$ cat src/rtl/zfl_pkg.sv
// zfl_pkg: breakpoint table, per-segment constants and word types for the
// zoom to focal length pipeline. No dependencies; used by every rtl file.

package zfl_pkg;

    localparam int unsigned TABLE_POINTS = 7;
    localparam int unsigned SEGS         = TABLE_POINTS - 1;
    localparam int unsigned SEG_W        = $clog2(SEGS);

    localparam int unsigned POS_W   = 8;
    localparam int unsigned FL_W    = 17;
    localparam int unsigned EFL_W   = 20;
    localparam int unsigned RATIO_W = 8;
    localparam int unsigned CROP_W  = 14;

    localparam logic [CROP_W-1:0] CROP_RESET = 14'd5600;

    localparam logic [POS_W-1:0] BP_POS [TABLE_POINTS] = '{
        8'd0, 8'd11, 8'd41, 8'd64, 8'd86, 8'd105, 8'd128
    };
    localparam logic [FL_W-1:0] BP_FL [TABLE_POINTS] = '{
        17'd5000, 17'd6190, 17'd12610, 17'd25240, 17'd45470, 17'd65880, 17'd100000
    };

    // offset within a segment, at most the widest segment span
    localparam int unsigned OFF_W  = 5;
    localparam int unsigned DZ_W   = 5;
    localparam int unsigned DF_W   = 16;
    localparam int unsigned PROD_W = 20;
    localparam int unsigned QUO_W  = 16;

    // reciprocal division by the segment span
    localparam int unsigned DIV_SHIFT = 20;
    localparam int unsigned RECIP_W   = 17;
    localparam logic [RECIP_W-1:0] SEG_RECIP [SEGS] = '{
        17'((1 << DIV_SHIFT) / (BP_POS[1] - BP_POS[0])),
        17'((1 << DIV_SHIFT) / (BP_POS[2] - BP_POS[1])),
        17'((1 << DIV_SHIFT) / (BP_POS[3] - BP_POS[2])),
        17'((1 << DIV_SHIFT) / (BP_POS[4] - BP_POS[3])),
        17'((1 << DIV_SHIFT) / (BP_POS[5] - BP_POS[4])),
        17'((1 << DIV_SHIFT) / (BP_POS[6] - BP_POS[5]))
    };

    // ratio in tenths: fl * 10 / shortest fl == fl / (shortest fl / 10)
    localparam int unsigned RATIO_DIV   = BP_FL[0] / 10;
    localparam int unsigned RATIO_SHIFT = 17;
    localparam logic [8:0]  RATIO_RECIP = 9'((1 << RATIO_SHIFT) / RATIO_DIV);

    // effective focal length: fl * crop / 1000
    localparam int unsigned EFL_DIV     = 1000;
    localparam int unsigned EFL_SHIFT   = 31;
    localparam int unsigned EFL_P_W     = FL_W + CROP_W;
    localparam int unsigned EFL_Q_W     = 22;
    localparam logic [EFL_Q_W-1:0] EFL_RECIP = 22'((64'd1 << EFL_SHIFT) / EFL_DIV);
    localparam logic [EFL_W-1:0]   EFL_MAX   = '1;

    typedef struct packed {
        logic [FL_W-1:0]  base;
        logic [OFF_W-1:0] off;
        logic [SEG_W-1:0] seg;
    } t_seg_word;

    typedef struct packed {
        logic [FL_W-1:0]    fl;
        logic [EFL_W-1:0]   efl;
        logic [RATIO_W-1:0] ratio;
    } t_res_word;

    function automatic logic [DF_W-1:0] seg_df(input logic [SEG_W-1:0] k);
        return DF_W'(BP_FL[int'(k) + 1] - BP_FL[int'(k)]);
    endfunction

    function automatic logic [DZ_W-1:0] seg_dz(input logic [SEG_W-1:0] k);
        return DZ_W'(BP_POS[int'(k) + 1] - BP_POS[int'(k)]);
    endfunction

endpackage

$ cat src/rtl/zfl_seg.sv
// zfl_seg: stage 1, clamp and segment search over the breakpoint table.
// Depends on zfl_pkg.

module zfl_seg import zfl_pkg::*; (
    input  logic             i_clk,
    input  logic             i_rst_n,
    input  logic             i_valid,
    input  logic [POS_W-1:0] i_pos,
    output logic             o_ready,
    output logic             o_valid,
    output t_seg_word        o_word,
    input  logic             i_ready
);

    logic      r_valid;
    t_seg_word r_word;
    t_seg_word n_word;
    logic      en;

    assign en      = !r_valid || i_ready;
    assign o_ready = en;
    assign o_valid = r_valid;
    assign o_word  = r_word;

    always_comb begin
        logic [SEG_W-1:0] seg;
        seg = SEG_W'(SEGS - 1);
        for (int k = SEGS - 1; k >= 0; k--) begin
            if (i_pos <= BP_POS[k + 1]) begin
                seg = SEG_W'(k);
            end
        end
        if (i_pos >= BP_POS[TABLE_POINTS - 1]) begin
            n_word.seg  = SEG_W'(SEGS - 1);
            n_word.base = BP_FL[TABLE_POINTS - 1];
            n_word.off  = '0;
        end else begin
            n_word.seg  = seg;
            n_word.base = BP_FL[seg];
            n_word.off  = OFF_W'(i_pos - BP_POS[seg]);
        end
    end

    always_ff @(posedge i_clk) begin
        if (!i_rst_n) begin
            r_valid <= 1'b0;
        end else if (en) begin
            r_valid <= i_valid;
        end
    end

    always_ff @(posedge i_clk) begin
        if (en) begin
            r_word <= n_word;
        end
    end

endmodule

$ cat src/rtl/zfl_div.sv
// zfl_div: stages 2 to 4, segment product, reciprocal quotient and
// correction, giving the interpolated focal length. Depends on zfl_pkg.

module zfl_div import zfl_pkg::*; (
    input  logic            i_clk,
    input  logic            i_rst_n,
    input  logic            i_valid,
    input  t_seg_word       i_word,
    output logic            o_ready,
    output logic            o_valid,
    output logic [FL_W-1:0] o_fl,
    input  logic            i_ready
);

    logic                r2_valid, r3_valid, r4_valid;
    logic                en2, en3, en4;

    logic [PROD_W-1:0]   r2_prod, r3_prod;
    logic [SEG_W-1:0]    r2_seg, r3_seg;
    logic [FL_W-1:0]     r2_base, r3_base;
    logic [QUO_W-1:0]    r3_q;
    logic [FL_W-1:0]     r4_fl;

    logic [PROD_W-1:0]           n2_prod;
    logic [PROD_W+RECIP_W-1:0]   p3;
    logic [QUO_W-1:0]            n3_q;
    logic [QUO_W+DZ_W-1:0]       qdz;
    logic [PROD_W-1:0]           rem;
    logic [QUO_W-1:0]            q_fix;
    logic [FL_W-1:0]             n4_fl;

    assign en4     = !r4_valid || i_ready;
    assign en3     = !r3_valid || en4;
    assign en2     = !r2_valid || en3;
    assign o_ready = en2;
    assign o_valid = r4_valid;
    assign o_fl    = r4_fl;

    always_comb begin
        n2_prod = PROD_W'(i_word.off * seg_df(i_word.seg));
        p3      = r2_prod * SEG_RECIP[r2_seg];
        n3_q    = p3[DIV_SHIFT +: QUO_W];
        qdz     = r3_q * seg_dz(r3_seg);
        rem     = r3_prod - PROD_W'(qdz);
        if (rem >= PROD_W'(seg_dz(r3_seg))) begin
            q_fix = r3_q + 1'b1;
        end else begin
            q_fix = r3_q;
        end
        n4_fl = r3_base + FL_W'(q_fix);
    end

    always_ff @(posedge i_clk) begin
        if (!i_rst_n) begin
            r2_valid <= 1'b0;
            r3_valid <= 1'b0;
            r4_valid <= 1'b0;
        end else begin
            if (en2) begin
                r2_valid <= i_valid;
            end
            if (en3) begin
                r3_valid <= r2_valid;
            end
            if (en4) begin
                r4_valid <= r3_valid;
            end
        end
    end

    always_ff @(posedge i_clk) begin
        if (en2) begin
            r2_prod <= n2_prod;
            r2_seg  <= i_word.seg;
            r2_base <= i_word.base;
        end
        if (en3) begin
            r3_prod <= r2_prod;
            r3_seg  <= r2_seg;
            r3_base <= r2_base;
            r3_q    <= n3_q;
        end
        if (en4) begin
            r4_fl <= n4_fl;
        end
    end

endmodule

$ cat src/rtl/zfl_scale.sv
// zfl_scale: stages 5 to 7, crop-factor scaling and zoom ratio by
// reciprocal multiplication with correction. Depends on zfl_pkg.

module zfl_scale import zfl_pkg::*; (
    input  logic              i_clk,
    input  logic              i_rst_n,
    input  logic [CROP_W-1:0] i_crop,
    input  logic              i_valid,
    input  logic [FL_W-1:0]   i_fl,
    output logic              o_ready,
    output logic              o_valid,
    output t_res_word         o_word,
    input  logic              i_ready
);

    logic                 r5_valid, r6_valid, r7_valid;
    logic                 en5, en6, en7;

    logic [FL_W-1:0]      r5_fl, r6_fl;
    logic [EFL_P_W-1:0]   r5_p, r6_p;
    logic [RATIO_W-1:0]   r5_ratio, r6_ratio;
    logic [EFL_Q_W-1:0]   r6_q;
    t_res_word            r7_word;

    logic [FL_W+8:0]              rp;
    logic [EFL_P_W+EFL_Q_W-1:0]   ep;
    logic [FL_W+9:0]              r500;
    logic [FL_W-1:0]              rrem;
    logic [RATIO_W-1:0]           n6_ratio;
    logic [EFL_Q_W+9:0]           q1000;
    logic [EFL_P_W-1:0]           erem;
    logic [EFL_Q_W-1:0]           q_fix;
    t_res_word                    n7_word;

    assign en7     = !r7_valid || i_ready;
    assign en6     = !r6_valid || en7;
    assign en5     = !r5_valid || en6;
    assign o_ready = en5;
    assign o_valid = r7_valid;
    assign o_word  = r7_word;

    always_comb begin
        rp   = i_fl * RATIO_RECIP;
        ep   = r5_p * EFL_RECIP;
        r500 = r5_ratio * 10'(RATIO_DIV);
        rrem = r5_fl - FL_W'(r500);
        if (rrem >= FL_W'(RATIO_DIV)) begin
            n6_ratio = r5_ratio + 1'b1;
        end else begin
            n6_ratio = r5_ratio;
        end
        q1000 = r6_q * 10'(EFL_DIV);
        erem  = r6_p - EFL_P_W'(q1000);
        if (erem >= EFL_P_W'(EFL_DIV)) begin
            q_fix = r6_q + 1'b1;
        end else begin
            q_fix = r6_q;
        end
        n7_word.fl    = r6_fl;
        n7_word.ratio = r6_ratio;
        if (q_fix > EFL_Q_W'(EFL_MAX)) begin
            n7_word.efl = EFL_MAX;
        end else begin
            n7_word.efl = q_fix[EFL_W-1:0];
        end
    end

    always_ff @(posedge i_clk) begin
        if (!i_rst_n) begin
            r5_valid <= 1'b0;
            r6_valid <= 1'b0;
            r7_valid <= 1'b0;
        end else begin
            if (en5) begin
                r5_valid <= i_valid;
            end
            if (en6) begin
                r6_valid <= r5_valid;
            end
            if (en7) begin
                r7_valid <= r6_valid;
            end
        end
    end

    always_ff @(posedge i_clk) begin
        if (en5) begin
            r5_fl    <= i_fl;
            r5_p     <= i_fl * i_crop;
            r5_ratio <= rp[RATIO_SHIFT +: RATIO_W];
        end
        if (en6) begin
            r6_fl    <= r5_fl;
            r6_p     <= r5_p;
            r6_ratio <= n6_ratio;
            r6_q     <= ep[EFL_SHIFT +: EFL_Q_W];
        end
        if (en7) begin
            r7_word <= n7_word;
        end
    end

endmodule

$ cat src/rtl/zoom_to_focal_length_interp.sv
// zoom_to_focal_length_interp: top level, crop factor register and the
// seven-stage pipeline. Depends on zfl_pkg, zfl_seg, zfl_div, zfl_scale.
//
// usage
//   input channel: i_valid / o_stall with i_zoom_position; a word is taken
//   at a clock edge with i_valid high and o_stall low
//   output channel: o_valid / i_stall with o_focal_length_um,
//   o_effective_focal_um and o_zoom_ratio_tenths; one result word per
//   input word, in order
//   config channel: i_cfg_valid / o_cfg_ready with i_cfg_data, the crop
//   factor times 1000; o_cfg_ready is always high, write only when idle
//   pipeline: seven register stages, in order search, product, reciprocal
//   multiply, correction, crop multiply, reciprocal multiply, correction
//   and saturation; o_valid rises once a word reaches the last stage
//   throughput: one word per cycle while i_stall is low, each stage holds one word
//   stall: a stalled result holds in the output register; each stage
//   still fills while the stage after it is empty, so o_stall rises only
//   once all seven stages hold words
//   reset: pipeline empties, crop factor returns to 5600

module zoom_to_focal_length_interp import zfl_pkg::*; (
    input  logic                i_clk,
    input  logic                i_rst_n,
    input  logic                i_valid,
    output logic                o_stall,
    input  logic [POS_W-1:0]    i_zoom_position,
    output logic                o_valid,
    input  logic                i_stall,
    output logic [FL_W-1:0]     o_focal_length_um,
    output logic [EFL_W-1:0]    o_effective_focal_um,
    output logic [RATIO_W-1:0]  o_zoom_ratio_tenths,
    input  logic                i_cfg_valid,
    output logic                o_cfg_ready,
    input  logic [CROP_W-1:0]   i_cfg_data
);

    logic [CROP_W-1:0] r_crop;
    logic              seg_ready, seg_valid;
    t_seg_word         seg_word;
    logic              div_ready, div_valid;
    logic [FL_W-1:0]   div_fl;
    logic              scl_ready;
    t_res_word         res_word;

    assign o_cfg_ready = 1'b1;

    always_ff @(posedge i_clk) begin
        if (!i_rst_n) begin
            r_crop <= CROP_RESET;
        end else if (i_cfg_valid) begin
            r_crop <= i_cfg_data;
        end
    end

    assign o_stall = !seg_ready;

    zfl_seg u_seg (
        .i_clk   (i_clk),
        .i_rst_n (i_rst_n),
        .i_valid (i_valid),
        .i_pos   (i_zoom_position),
        .o_ready (seg_ready),
        .o_valid (seg_valid),
        .o_word  (seg_word),
        .i_ready (div_ready)
    );

    zfl_div u_div (
        .i_clk   (i_clk),
        .i_rst_n (i_rst_n),
        .i_valid (seg_valid),
        .i_word  (seg_word),
        .o_ready (div_ready),
        .o_valid (div_valid),
        .o_fl    (div_fl),
        .i_ready (scl_ready)
    );

    zfl_scale u_scale (
        .i_clk   (i_clk),
        .i_rst_n (i_rst_n),
        .i_crop  (r_crop),
        .i_valid (div_valid),
        .i_fl    (div_fl),
        .o_ready (scl_ready),
        .o_valid (o_valid),
        .o_word  (res_word),
        .i_ready (!i_stall)
    );

    assign o_focal_length_um    = res_word.fl;
    assign o_effective_focal_um = res_word.efl;
    assign o_zoom_ratio_tenths  = res_word.ratio;

endmodule
$ cat config.mk
export PLATFORM = sky130hd
export DESIGN_NAME = zoom_to_focal_length_interp
export DESIGN_NICKNAME = d
export VERILOG_FILES = /design/src/rtl/zfl_pkg.sv /design/src/rtl/zfl_seg.sv /design/src/rtl/zfl_div.sv /design/src/rtl/zfl_scale.sv /design/src/rtl/zoom_to_focal_length_interp.sv
export SDC_FILE = /design/constraint.sdc
export NUM_CORES = 2
export LEC_CHECK = 0
export ABC_AREA = 1
export BUFFER_PORTS_ARGS = -buffer_cell sky130_fd_sc_hd__clkbuf_2
export CORE_ASPECT_RATIO = 0.9
export CORE_UTILIZATION = 30
export DETAILED_ROUTE_END_ITERATION = 12
export PLACE_DENSITY = 0.52
export SLEW_MARGIN = 20
export SYNTH_ARGS = -nofsm -noshare
export SYNTH_HDL_FRONTEND = slang
export SYNTH_SLANG_ARGS = --single-unit
$ cat constraint.sdc
create_clock -name i_clk -period 9.9 [get_ports i_clk]
set_input_delay 0 -clock i_clk [delete_from_list [all_inputs] [get_ports i_clk]]
set_output_delay 0 -clock i_clk [all_outputs]
set_load 0.1 [all_outputs]
==> results.toml <==
[status]
run_status = "complete, no violations"

[synthesis]
synth_area_sq_um = 56200
post_synth_most_frequent_cells = "sky130_fd_sc_hd__inv_1 (1,710), sky130_fd_sc_hd__nand2_1 (1,170), sky130_fd_sc_hd__fa_1 (817)"
async_flop_share_pct = 0
ys_seq_area_share_pct = 17.2
synth_ff_type = "sky130_fd_sc_hd__edfxtp_1"
synthDistinctLibCells = 57
synthMostInstantiatedCell = "sky130_fd_sc_hd__inv_1"
yosysWarnings = 0
synth_top_area_share_pct = 29.1
post_synth_main_area_contributors = "sky130_fd_sc_hd__fa_1 (29%), sky130_fd_sc_hd__ha_1 (17%), sky130_fd_sc_hd__edfxtp_1 (17%)"
instance_count_of_the_mapped_netlist = 6577
synth_area_per_cell_sq_um = 8.55
cell_accounting_for_the_most_synthesized_area = "sky130_fd_sc_hd__fa_1"
postSynthRegisterBits = 330
postSynthNetCount = 8206
synth_enable_flop_cells = 309

[critical_path]
worst-endpoint-required_ns = 10.23
critical_path.most_common_cell = "sky130_fd_sc_hd__nand2_1"
rr_startpoint = "u_div.r3_seg[2]"
setup.worst_path.class = "reg -> reg"
worst_setup_path_end_kind = "flop"
cp_data_arrival_time_ns = 9.25
critical_path.max_stage_delay_ns = 0.54
timing.reg2reg.setup_slack_ns = 0.98
crit_path_start_kind = "flop"
r2r_end = "u_div.o_fl[14]"
reg2reg_depth = 39
worstPathMaxFanout = 17
worst_path_max_delay_cell = "sky130_fd_sc_hd__fa_1"

[sta]
report.final.setup_viol = 0
fin_skew_ns = 0.0333
hold-worst-slack_ns = 0.0794
timing.setup.tns_ns = 0
final-hold-violation-count = 0
unrepaired_setup_endpoints_after_global_routing = "no"
timing.final.crit_share_pct = 90.1
final_max_slew_viol_count = 0
max_slew.worst_pin.slew_ns = 1.06
fmaxAchievable_mhz = 112
period_needed_ns = 8.92
relSlewSlack_pct = 29.0

[floorplanning]
chipWidth_um = 458
die-area_sq_um = 189000
core-area_sq_um = 186000
initial_core_util_pct = 30.2
floorplan.die.height_um = 413
total_i_o_pin_count = 75
row_count = 150

[final_layout]
multi_input_comb_area_sq_um = 39700
area_growth_syn_to_layout_pct = 8.96
final_core_util_pct = 32.9
design.final.nets = 8301
n_fill_cell = 19600
ff_latch_area_sq_um = 9700
antenna_cells_inserted = 0
post_route_cells_drive_above_1_share_pct = 3.27

[global_routing]
grt_pass1_wl_mm = 247
grt_pass1_vias = 44400
global_route.usage.total_pct = 16.6
grt_antenna_before_repair = 0
grt_max_degree = 77
grt_overflow_total = 0

[cts]
postCtsResizedCells = 0
cts_setup_buffers = 0
cts.path.max_buffers = 3
cts-buffers-inserted = 35
cts.sinks = 330
cts.hold.buffers_added = 46
clk_pin_slew_ns = 0.08
cts_root_buffer = "sky130_fd_sc_hd__clkbuf_16"
tritoncts_clock_tree = "built"
ctsHtreeMaxLevel = 2
worst_skew_pair.late_latency_ns = 0.59

[routing]
dr.first_iter.drc_count = 2448
routed-via-count = 42100
ant_nets_after_route = 0
detail_route.vias_per_cell = 4.57
drt_pre_antenna_iters = 6
drt-wirelength-per-cell_um = 16.7
post-route-drc-count = 0
postRouteWirelength_mm = 153

[run]
maxCapViolCount = 0

[place]
globalplace.congestion = 0.907
placement.io_buffers = 73
dp_hpwl_mm = 127

[min_path]
holdPathStages = 3
whs_endpoint = "u_scale.o_word[43]"
worstHoldStart = "i_stall"
worst_hold_path_type = "in -> reg"
[worst max-delay path by stage]
stage | start | to | slack (ns)
final | u_div.r3_seg[2] | u_div.o_fl[14] | 0.98
after global routing | u_div.r3_seg[1] | u_div.o_fl[14] | 0.1
after CTS | u_div.r3_seg[2] | u_div.o_fl[14] | 1.10
after detailed placement | u_div.r3_seg[2] | u_div.o_fl[14] | 1.12
after global placement | u_div.r3_seg[2] | u_div.o_fl[14] | 1.19
after floorplan | u_scale.o_valid | u_seg.o_word[0] | 0.74
[state kept, by name (all words and copies together) (netlist names), 17 cells and up]
| name | count |
|---|---|
| u_scale.r6_p | 28 |
| u_scale.r6_fl | 17 |
| u_scale.r5_p | 31 |
| u_div.r2_prod | 19 |
| u_seg.o_word | 24 |
| u_scale.o_word | 45 |
| u_scale.r6_q | 22 |
| u_scale.r5_fl | 17 |
| u_div.r3_prod | 19 |
| u_div.o_fl | 17 |
[placed cells by master, fill, tap and decap left out, types with 4 or more instances in the layout]
| cell | count |
|---|---|
| sky130_fd_sc_hd__nand2_1 | 1169 |
| sky130_fd_sc_hd__nor3_1 | 39 |
| sky130_fd_sc_hd__o21ai_1 | 4 |
| sky130_fd_sc_hd__a211oi_1 | 5 |
| sky130_fd_sc_hd__nand2_2 | 16 |
| sky130_fd_sc_hd__o21ai_0 | 153 |
| sky130_fd_sc_hd__o21a_1 | 17 |
| sky130_fd_sc_hd__xnor2_1 | 74 |
| sky130_fd_sc_hd__buf_4 | 38 |
| sky130_fd_sc_hd__nor2_1 | 499 |
| sky130_fd_sc_hd__clkbuf_16 | 35 |
| sky130_fd_sc_hd__nand4_1 | 100 |
| sky130_fd_sc_hd__clkinv_4 | 4 |
| sky130_fd_sc_hd__a21o_1 | 18 |
| sky130_fd_sc_hd__nor2_2 | 8 |
| sky130_fd_sc_hd__a21oi_1 | 279 |
| sky130_fd_sc_hd__or2_2 | 6 |
| sky130_fd_sc_hd__a21boi_0 | 13 |
| sky130_fd_sc_hd__a31oi_1 | 8 |
| sky130_fd_sc_hd__o211ai_1 | 14 |
| sky130_fd_sc_hd__nand3b_1 | 9 |
| sky130_fd_sc_hd__ha_1 | 785 |
| sky130_fd_sc_hd__nand3_1 | 162 |
| sky130_fd_sc_hd__o31ai_1 | 6 |
| sky130_fd_sc_hd__xor2_1 | 147 |
| sky130_fd_sc_hd__edfxtp_1 | 309 |
| sky130_fd_sc_hd__clkbuf_1 | 5 |
| sky130_fd_sc_hd__dlygate4sd3_1 | 46 |
| sky130_fd_sc_hd__o21bai_1 | 20 |
| sky130_fd_sc_hd__and2_1 | 7 |
| sky130_fd_sc_hd__dfxtp_1 | 21 |
| sky130_fd_sc_hd__o221ai_1 | 4 |
| sky130_fd_sc_hd__nor4_1 | 12 |
| sky130_fd_sc_hd__fa_1 | 817 |
| sky130_fd_sc_hd__inv_1 | 1706 |
| sky130_fd_sc_hd__clkinv_1 | 17 |
| sky130_fd_sc_hd__clkbuf_2 | 73 |
| sky130_fd_sc_hd__inv_2 | 6 |
[cell families (layout without fill, tap and decap cells)]
family                   after synthesis  count (layout)  synth area share [%]
flip-flops                           330             330                  17.2
AO/OA/AOI/OAI                        556             556                  5.53
adder cells (fa/ha/maj)             1602            1602                  46.6
buffers and inverters               1823            1944                  12.2
XOR/XNOR                             222             222                  3.47
AND/OR/NAND/NOR                     2042            2042                  15.0
other                                  2               2                0.0134
[critical path, delay by kind of cell, from the launching register on]
family	cells	cell delay (ns)
compound gates	7	1.85
simple gates	18	2.59
fa+ha+maj	6	2.36
buf+inv	5	0.85
flops	1	0.43
xor+xnor	3	0.55
[cell type report]
class	instances	area share, %
clock buffers	40	1.46
clock inverters	23	0.425
inverters	1723	10.6
multi-input cells	4424	64.7
flip-flops and latches	330	15.8
well taps	2508	5.12
repair buffers	158	1.86
[per-stage QoR]
stage / instances / cell area (sq um) / setup WS [ns]
after floorplan: 6577 / 56200 / 0.742
after global placement: 9096 / 59600 / 1.19
after detailed placement: 9096 / 59600 / 1.12
after CTS: 9205 / 61200 / 1.10
after global routing: 9206 / 61300 / 0.0962
final: 9206 / 61300 / 0.978
[per-layer routing]
layer / wire [um] / track usage, % / share of wire, %
met4: 4370 / 4.29 / 2.8
met5: 0 / 0 / 0
met3: 6080 / 1.49 / 4.0
met2: 72700 / 28.4 / 47
met1: 70300 / 22.3 / 46
Power is left out: the tool's default activity adds up to more than one toggle a clock period on the data nets, which glitch-free logic cannot reach.
